<file path="src/design/wsce_pkg.sv">
// Shared types and command codes of the world-state condition and effect engine.
package wsce_pkg;

    localparam logic [2:0] CMD_CHECK  = 3'd0;
    localparam logic [2:0] CMD_EFFECT = 3'd1;
    localparam logic [2:0] CMD_READ   = 3'd2;
    localparam logic [2:0] CMD_WRITE  = 3'd3;
    localparam logic [2:0] CMD_CLEAR  = 3'd4;

    localparam logic [2:0] OP_LT      = 3'd0;
    localparam logic [2:0] OP_LE      = 3'd1;
    localparam logic [2:0] OP_EQ      = 3'd2;
    localparam logic [2:0] OP_NE      = 3'd3;
    localparam logic [2:0] OP_GE      = 3'd4;
    localparam logic [2:0] OP_GT      = 3'd5;
    localparam logic [2:0] OP_NONZERO = 3'd6;

    localparam logic [2:0] OP_SET     = 3'd0;
    localparam logic [2:0] OP_ADD     = 3'd1;
    localparam logic [2:0] OP_SUB     = 3'd2;

    localparam logic [1:0] REG_ENTRIES_IN_USE = 2'd0;
    localparam logic [6:0] ENTRIES_RESET      = 7'd64;

    typedef struct packed {
        logic [2:0]  command;
        logic [2:0]  op_code;
        logic [7:0]  left_key;
        logic        rhs_immediate;
        logic [7:0]  right_key;
        logic [31:0] operand_value;
    } item_t;

    typedef struct packed {
        logic        key_error;
        logic [31:0] read_data;
        logic        result_flag;
    } result_t;

    typedef struct packed {
        logic        wr_en;
        logic        clear;
        logic [7:0]  key;
        logic [31:0] data;
    } update_t;

endpackage

</file>
<file path="src/design/world_state_condition_effect_engine.sv">
// Top level of the world-state condition and effect engine.
//
// Each accepted transaction produces exactly one result transaction, and one
// transaction is accepted every cycle as long as the result side keeps up.
// On acceptance the left and right entries are read through the two registered
// read ports of the table RAM; the item register then feeds the checks of keys,
// the compare or update, the write back of the entry and the load of the output
// register. Writes and clears of the item ahead are forwarded, and a valid bit
// per entry makes a clear take effect on every entry together, so back-to-back
// commands on the same entry see each other's results. The entries_in_use
// register may be written over APB only while no transaction is in flight.
module world_state_condition_effect_engine #(
    parameter int MAX_ENTRIES = 64
) (
    input  logic        clk,
    input  logic        rst_n,
    input  logic        s_tvalid,
    output logic        s_tready,
    // command[2:0], op_code[5:3], left_key[13:6], right_key[21:14],
    // operand_value[53:22], zero[55:54]
    input  logic [55:0] s_tdata,
    // rhs_immediate[0]
    input  logic        s_tuser,
    output logic        m_tvalid,
    input  logic        m_tready,
    // result_flag[0], read_data[32:1], key_error[33], zero[39:34]
    output logic [39:0] m_tdata,
    input  logic        psel,
    input  logic        penable,
    input  logic        pwrite,
    input  logic [1:0]  paddr,
    input  logic [31:0] pwdata,
    output logic [31:0] prdata,
    output logic        pready
);

    localparam int AW = (MAX_ENTRIES > 1) ? $clog2(MAX_ENTRIES) : 1;
    localparam logic [8:0] MAX_LIMIT = 9'(MAX_ENTRIES);

    wsce_pkg::item_t   in_item;
    wsce_pkg::item_t   s1_item_reg;
    logic              s1_valid_reg;
    logic              s1_advance;
    logic              accept;
    logic              out_valid_reg;
    wsce_pkg::result_t out_data_reg;
    logic [6:0]        entries_reg;
    logic [8:0]        limit;
    logic [MAX_ENTRIES-1:0] valid_reg;
    logic [MAX_ENTRIES-1:0] valid_next;

    logic              l_ovr_reg;
    logic              l_ovr_next;
    logic [31:0]       l_ovr_data_reg;
    logic [31:0]       l_ovr_data_next;
    logic              r_ovr_reg;
    logic              r_ovr_next;
    logic [31:0]       r_ovr_data_reg;
    logic [31:0]       r_ovr_data_next;

    logic [31:0]       ram_l;
    logic [31:0]       ram_r;
    logic [31:0]       left_value;
    logic [31:0]       right_value;
    wsce_pkg::result_t exec_result;
    wsce_pkg::update_t exec_update;
    logic              commit_wr;
    logic              commit_clr;
    logic [AW-1:0]     wr_addr;
    logic [AW-1:0]     l_addr;
    logic [AW-1:0]     r_addr;

    assign in_item.command       = s_tdata[2:0];
    assign in_item.op_code       = s_tdata[5:3];
    assign in_item.left_key      = s_tdata[13:6];
    assign in_item.right_key     = s_tdata[21:14];
    assign in_item.operand_value = s_tdata[53:22];
    assign in_item.rhs_immediate = s_tuser;

    assign s1_advance = !out_valid_reg || m_tready;
    assign s_tready   = !s1_valid_reg || s1_advance;
    assign accept     = s_tvalid && s_tready;

    assign limit = ({2'b00, entries_reg} < MAX_LIMIT) ? {2'b00, entries_reg} : MAX_LIMIT;

    assign l_addr  = in_item.left_key[AW-1:0];
    assign r_addr  = in_item.right_key[AW-1:0];
    assign wr_addr = exec_update.key[AW-1:0];

    assign commit_wr  = s1_valid_reg && s1_advance && exec_update.wr_en;
    assign commit_clr = s1_valid_reg && s1_advance && exec_update.clear;

    wsce_ram #(
        .WIDTH (32),
        .DEPTH (MAX_ENTRIES)
    ) u_table (
        .clk     (clk),
        .we      (commit_wr),
        .waddr   (wr_addr),
        .wdata   (exec_update.data),
        .re      (accept),
        .raddr_a (l_addr),
        .raddr_b (r_addr),
        .rdata_a (ram_l),
        .rdata_b (ram_r)
    );

    assign left_value  = l_ovr_reg ? l_ovr_data_reg : ram_l;
    assign right_value = r_ovr_reg ? r_ovr_data_reg : ram_r;

    wsce_exec u_exec (
        .item        (s1_item_reg),
        .left_value  (left_value),
        .right_value (right_value),
        .limit       (limit),
        .result      (exec_result),
        .update      (exec_update)
    );

    always_comb
    begin
        valid_next = valid_reg;
        if (commit_clr)
        begin
            valid_next = '0;
        end
        else if (commit_wr)
        begin
            valid_next[wr_addr] = 1'b1;
        end

        if (commit_clr)
        begin
            l_ovr_next      = 1'b1;
            l_ovr_data_next = 32'd0;
            r_ovr_next      = 1'b1;
            r_ovr_data_next = 32'd0;
        end
        else
        begin
            if (commit_wr && wr_addr == l_addr)
            begin
                l_ovr_next      = 1'b1;
                l_ovr_data_next = exec_update.data;
            end
            else
            begin
                l_ovr_next      = !valid_reg[l_addr];
                l_ovr_data_next = 32'd0;
            end
            if (commit_wr && wr_addr == r_addr)
            begin
                r_ovr_next      = 1'b1;
                r_ovr_data_next = exec_update.data;
            end
            else
            begin
                r_ovr_next      = !valid_reg[r_addr];
                r_ovr_data_next = 32'd0;
            end
        end
    end

    always_ff @(posedge clk or negedge rst_n)
    begin
        if (!rst_n)
        begin
            s1_valid_reg  <= 1'b0;
            out_valid_reg <= 1'b0;
            valid_reg     <= '0;
            entries_reg   <= wsce_pkg::ENTRIES_RESET;
        end
        else
        begin
            valid_reg <= valid_next;
            if (s_tready)
            begin
                s1_valid_reg <= s_tvalid;
            end
            if (s1_advance)
            begin
                out_valid_reg <= s1_valid_reg;
            end
            if (psel && penable && pwrite && pready &&
                paddr == wsce_pkg::REG_ENTRIES_IN_USE)
            begin
                entries_reg <= pwdata[6:0];
            end
        end
    end

    always_ff @(posedge clk)
    begin
        if (accept)
        begin
            s1_item_reg    <= in_item;
            l_ovr_reg      <= l_ovr_next;
            l_ovr_data_reg <= l_ovr_data_next;
            r_ovr_reg      <= r_ovr_next;
            r_ovr_data_reg <= r_ovr_data_next;
        end
        if (s1_advance && s1_valid_reg)
        begin
            out_data_reg <= exec_result;
        end
    end

    assign m_tvalid = out_valid_reg;
    assign m_tdata  = {6'd0, out_data_reg.key_error, out_data_reg.read_data,
                       out_data_reg.result_flag};

    assign pready = 1'b1;
    assign prdata = (paddr == wsce_pkg::REG_ENTRIES_IN_USE) ? {25'd0, entries_reg} : 32'd0;

endmodule

</file>
<file path="src/design/wsce_ram.sv">
// Generic RAM with one write port and two registered read ports.
module wsce_ram #(
    parameter int WIDTH = 32,
    parameter int DEPTH = 64
) (
    input  logic                                   clk,
    input  logic                                   we,
    input  logic [(DEPTH > 1 ? $clog2(DEPTH) : 1)-1:0] waddr,
    input  logic [WIDTH-1:0]                       wdata,
    input  logic                                   re,
    input  logic [(DEPTH > 1 ? $clog2(DEPTH) : 1)-1:0] raddr_a,
    input  logic [(DEPTH > 1 ? $clog2(DEPTH) : 1)-1:0] raddr_b,
    output logic [WIDTH-1:0]                       rdata_a,
    output logic [WIDTH-1:0]                       rdata_b
);

    logic [WIDTH-1:0] mem [DEPTH];

    always_ff @(posedge clk)
    begin
        if (we)
        begin
            mem[waddr] <= wdata;
        end
        if (re)
        begin
            rdata_a <= mem[raddr_a];
            rdata_b <= mem[raddr_b];
        end
    end

endmodule

</file>
<file path="src/design/wsce_exec.sv">
// Bounds check, comparison and effect arithmetic for one command.
module wsce_exec (
    input  wsce_pkg::item_t   item,
    input  logic [31:0]       left_value,
    input  logic [31:0]       right_value,
    input  logic [8:0]        limit,
    output wsce_pkg::result_t result,
    output wsce_pkg::update_t update
);

    logic        uses_right;
    logic        left_ok;
    logic        right_ok;
    logic        keys_ok;
    logic [31:0] rhs;
    logic        cmp_lt;
    logic        cmp_eq;

    always_comb
    begin
        uses_right = !item.rhs_immediate &&
                     !(item.command == wsce_pkg::CMD_CHECK &&
                       item.op_code == wsce_pkg::OP_NONZERO);
        left_ok    = {1'b0, item.left_key} < limit;
        right_ok   = {1'b0, item.right_key} < limit;
        keys_ok    = left_ok && (!uses_right || right_ok);
        rhs        = uses_right ? right_value : item.operand_value;
        cmp_lt     = $signed(left_value) < $signed(rhs);
        cmp_eq     = left_value == rhs;

        result = '0;
        update = '0;
        update.key = item.left_key;

        case (item.command)
            wsce_pkg::CMD_CHECK:
            begin
                if (item.op_code <= wsce_pkg::OP_NONZERO)
                begin
                    if (!keys_ok)
                    begin
                        result.key_error = 1'b1;
                    end
                    else
                    begin
                        case (item.op_code)
                            wsce_pkg::OP_LT: result.result_flag = cmp_lt;
                            wsce_pkg::OP_LE: result.result_flag = cmp_lt || cmp_eq;
                            wsce_pkg::OP_EQ: result.result_flag = cmp_eq;
                            wsce_pkg::OP_NE: result.result_flag = !cmp_eq;
                            wsce_pkg::OP_GE: result.result_flag = !cmp_lt;
                            wsce_pkg::OP_GT: result.result_flag = !cmp_lt && !cmp_eq;
                            default:         result.result_flag = left_value != 32'd0;
                        endcase
                    end
                end
            end
            wsce_pkg::CMD_EFFECT:
            begin
                if (item.op_code inside {wsce_pkg::OP_SET, wsce_pkg::OP_ADD,
                                         wsce_pkg::OP_SUB})
                begin
                    if (!keys_ok)
                    begin
                        result.key_error = 1'b1;
                    end
                    else
                    begin
                        result.result_flag = 1'b1;
                        update.wr_en = 1'b1;
                        case (item.op_code)
                            wsce_pkg::OP_SET: update.data = rhs;
                            wsce_pkg::OP_ADD: update.data = left_value + rhs;
                            default:          update.data = left_value - rhs;
                        endcase
                    end
                end
            end
            wsce_pkg::CMD_READ:
            begin
                if (left_ok)
                begin
                    result.read_data   = left_value;
                    result.result_flag = 1'b1;
                end
                else
                begin
                    result.key_error = 1'b1;
                end
            end
            wsce_pkg::CMD_WRITE:
            begin
                if (left_ok)
                begin
                    result.result_flag = 1'b1;
                    update.wr_en = 1'b1;
                    update.data  = item.operand_value;
                end
                else
                begin
                    result.key_error = 1'b1;
                end
            end
            wsce_pkg::CMD_CLEAR:
            begin
                result.result_flag = 1'b1;
                update.clear = 1'b1;
            end
            default:
            begin
                result = '0;
            end
        endcase
    end

endmodule

</file>
<file path="config.mk">
export PLATFORM = sky130hd
export DESIGN_NAME = world_state_condition_effect_engine
export DESIGN_NICKNAME = d
export VERILOG_FILES = /design/src/design/wsce_pkg.sv /design/src/design/world_state_condition_effect_engine.sv /design/src/design/wsce_ram.sv /design/src/design/wsce_exec.sv
export SDC_FILE = /design/constraint.sdc
export NUM_CORES = 2
export LEC_CHECK = 0
export BUFFER_PORTS_ARGS = -buffer_cell sky130_fd_sc_hd__buf_2
export CAP_MARGIN = 0
export CORE_ASPECT_RATIO = 1.1
export CORE_UTILIZATION = 50
export DETAILED_ROUTE_END_ITERATION = 8
export PLACE_DENSITY = 0.68
export SLEW_MARGIN = 5
export SYNTH_ARGS = -nofsm -noshare
export SYNTH_HDL_FRONTEND = slang
export SYNTH_HIERARCHICAL = 1
export SYNTH_SLANG_ARGS = --single-unit
</file>
<file path="constraint.sdc">
create_clock -name clk -period 8.57 [get_ports clk]
set_input_delay 0.857 -clock clk [delete_from_list [all_inputs] [get_ports clk]]
set_output_delay 0.857 -clock clk [all_outputs]
set_load 0.02 [all_outputs]
</file>
Word-level counts from Yosys, hierarchy flattened
Memories as Yosys holds them, arrays and structs flattened. A register that Yosys moved wholly into a read port is not among the register bits.
Index checks and enable logic that the tools add are counted.

storage, ports and cells
  logic and storage cells = 119
  RAM bits = 2,048
  register bits = 228
  input bits = 98
  memories kept = 1
  output and inout bits = 75

memories
  name         depth  bits a word  read ports  clocked after Yosys merged registers in  write ports  RTL line        RTL
  u_table.mem  64     32           2           2                                        1            wsce_ram.sv:17  logic [WIDTH-1:0] mem [DEPTH];

cells by class
  bitwise gates (word level) = 3
  reduce and logical (&&, ||, !) cells = 39
  $lt $le $gt $ge = 9
  multiplexer cells = 35
  add/sub/neg operators = 2
  equal/unequal tests = 13

operators with widths
  kind                  count
  $mux W32              6
  $mux W64              2
  $pmux W32 S2          2
  $or A64 B64 Y64       1
  $add A32 B32 Y32      1
  $eq A32 B32 Y1        1
  $lt A32 B32 Y1        1
  $reduce_bool A32 Y1   1
  $sub A32 B32 Y32      1
  $lt A6 B7 Y1 const B  3
  $lt A8 B7 Y1          2
  $mux W1               16
  $logic_and A1 B1 Y1   14
  $mux W7               2
  $bmux W1 S6           2
  $eq A3 B2 Y1 const B  4
  $eq A3 B3 Y1 const B  4
  $eq A6 B6 Y1          2
  $reduce_or A2 Y1      5
  $logic_not A1 Y1      9
  $lt A7 B7 Y1 const B  1
  $demux W1 S6          1
  $eq A3 B1 Y1 const B  2
  $ge A6 B1 Y1 const B  1
  other kinds (12)      17

Longest topological paths before layout
  word-level depth = 14
  gate-level depth with buffers = 19
  depth with buffers taken out = 16

By module
Netlist, hierarchy kept.

modules (own cells, without submodules)
  module                               cells each  instances  area an instance (sq um)
  wsce_ram                             4,412       1          96,301.1
  world_state_condition_effect_engine  724         1          10,239.8
  wsce_exec                            852         1          5,699.2

Worst setup path after synthesis
Ideal clock, no wire load.

  path kind = flip-flop to flip-flop
  start point = register s1_item_reg[51] in the netlist's numbering
  end point = memory u_table.mem[0][28], data pin
  period minus slack after synthesis = 7.967 ns
  arrival = 7.234 ns
  setup time = 0.734 ns
  setup slack = 0.603 ns
  cell stages (with the launch flop) = 19
  required time = 7.836 ns
  path through = edfxtp_1 -> clkbuf_1 -> nor4bb_1 -> a21oi_1 -> clkbuf_1 -> buf_2 -> mux2i_1 -> inv_1 -> ha_1 -> buf_6 -> or4_4 -> or3b_1 -> or3_4 -> nand3_2 -> o21ai_2 -> o21bai_1 -> xnor2_1 -> o221ai_1 -> a211oi_1

RTL lines
  what                      RTL line                                    RTL
  start: declaration        world_state_condition_effect_engine.sv:41   wsce_pkg::item_t s1_item_reg;
  start signal: assignment  world_state_condition_effect_engine.sv:196  s1_item_reg <= in_item;
  end: declaration          wsce_ram.sv:17

==> reports/results.ini <==
[place]
place_area_um2 = 116000
pre_cts_slack_ps = 2200
gp_congestion = 0.910
dp.cells = 8776
hpwl_mm = 199
portBuffers = 113

[floorplan]
initial_core_util = 0.502
std_cell_rows = 182
die_w_um = 454
fp.dieH_um = 499
die-area_um2 = 226000
core-area_um2 = 223000
io_pins = 173

[global_route]
grt-ovfl-total = 0
grt_usage = 0.282
grt_antenna_before_repair = 11
grt_max_degree = 103
grt_pass1_vias = 63500
grt_pass1_wl_mm = 456

[synth]
syn_inst = 5986
ys_warn_count = 6
syn_area_um2 = 112000
avgSynthCellArea_um2 = 18.7

[drt]
drt_first_pass_iters = 6
top_layer = met5
viasPerCell = 6.92
wl_met1_mm = 119
drc = 0
num_vias = 63700
drt-initial-drc-count = 8281
wl_met3_mm = 33.3
drt_wl_total_mm = 319
wl_per_cell_um = 34.7
ant_nets = 0
wl_met2_mm = 157

[pwr]
leakagePower_nw = 37.5
powerDensity_nw_per_um2 = 204
fin_total_pwr_mw = 25.2
ir_drop_uv = 221

[sta]
setup_viol = 0
hold_slack_ps = 132
finClkSkew_ps = 29.9
fin_ws_ps = 2020
fin_crit_ps = 6550
tightest_slew_ps = 1320
drv_slew = 0
slew_headroom = 0.122
rsz0062_at_grt = false
setup_tns_ps = 0
hold_violations = 0
max_freq_mhz = 153
fin_crit_sh = 0.764

[finish]
nNetsFinal = 6241
layout_common_cells = edfxtp_1, mux4_2, mux2i_1
largest_register_ffs = 2048
final_util = 0.554
fillers = 16600
area_growth_pct = 10.3
final_area_um2 = 124000
final_cells = 9203
final_common_cell = edfxtp_1
drive_gt1_frac = 0.321

[setup_path]
start_kind = flop
startpoint = s1_item_reg[43]
crit_path_end_kind = flop
reg2reg_slack_ps = 2020
path_max_fanout = 34
cp.arrival_ps = 7100
crit_chain = ha_1, a21oi_1, a21o_1, a21oi_1, nor2_1, and3_1, buf_4, or2_2, and3_1, nor2b_1, nand3_1, nor2_4, buf_4
critPathMaxStageDelay_ps = 1060
crit_required_ps = 9120
r2r_start = s1_item_reg[43]
slowest_stage = nor2_4
path_class = flop to flop

[clocking]
cts_resized = 0
cts-root-buf = clkbuf_16
postCtsSetupRepairBufs = 0
insertion_delay_ps = 900
cts_buffers = 228
tritoncts = done
clock_sink_count = 2340
hold_buffers = 0
ctsLongestPathBuffers = 3
clkTransAtPathRegs_ps = 60
cts.htree.levels = 4

[flow_run]
max-cap-violations = 0

[worst_hold_path]
hold_path.class = input pin to flop
hold_start = s_tdata[50]

[outcome]
status = completed

## power by group
part           leakage, nW  internal [mW]  switching, mW
clock network         3.54           5.57           4.41
registers             19.7           12.7         0.0590
logic                 14.2          0.938           1.58
total                 37.5           19.2           6.04
## layout make-up
cell class / instances / area, um^2 / share of cell area
antenna: 4 / 10.0 / 0.0000809
clock buffer: 282 / 5910 / 0.0477
clock inverter: 141 / 1440 / 0.0116
inverter: 66 / 248 / 0.00200
multi-input combinational: 3131 / 40400 / 0.326
sequential: 2340 / 69900 / 0.565
tap: 2944 / 3680 / 0.0298
timing repair buffer: 295 / 2210 / 0.0179
## critical path, delay by kind of cell (launching register included)
family | cells | cell delay (ps)
AOI/OAI and AO/OA | 3 | 480
adders and majority gates | 1 | 400
buffers and inverters | 2 | 940
DFF | 1 | 970
and+or+nand+nor | 7 | 3310
## metal layers
layer | vias up | global-route usage
li1 | 25400 | -
met1 | 34000 | 0.385
met3 | 563 | 0.0578
met5 | - | 0
met4 | 4 | 0.0892
met2 | 3727 | 0.458
## worst paths after layout
check	to	cells after the start
worst min register to register	valid_reg[28]	2
worst max-delay path	u_table/mem[14][0]	13
worst max register to register	u_table/mem[14][0]	13
max in group asynchronous	valid_reg[3]	2
worst min-delay path	s1_item_reg[28]	1
min in group asynchronous	valid_reg[58]	2
Power figures use the tool's default switching activity.
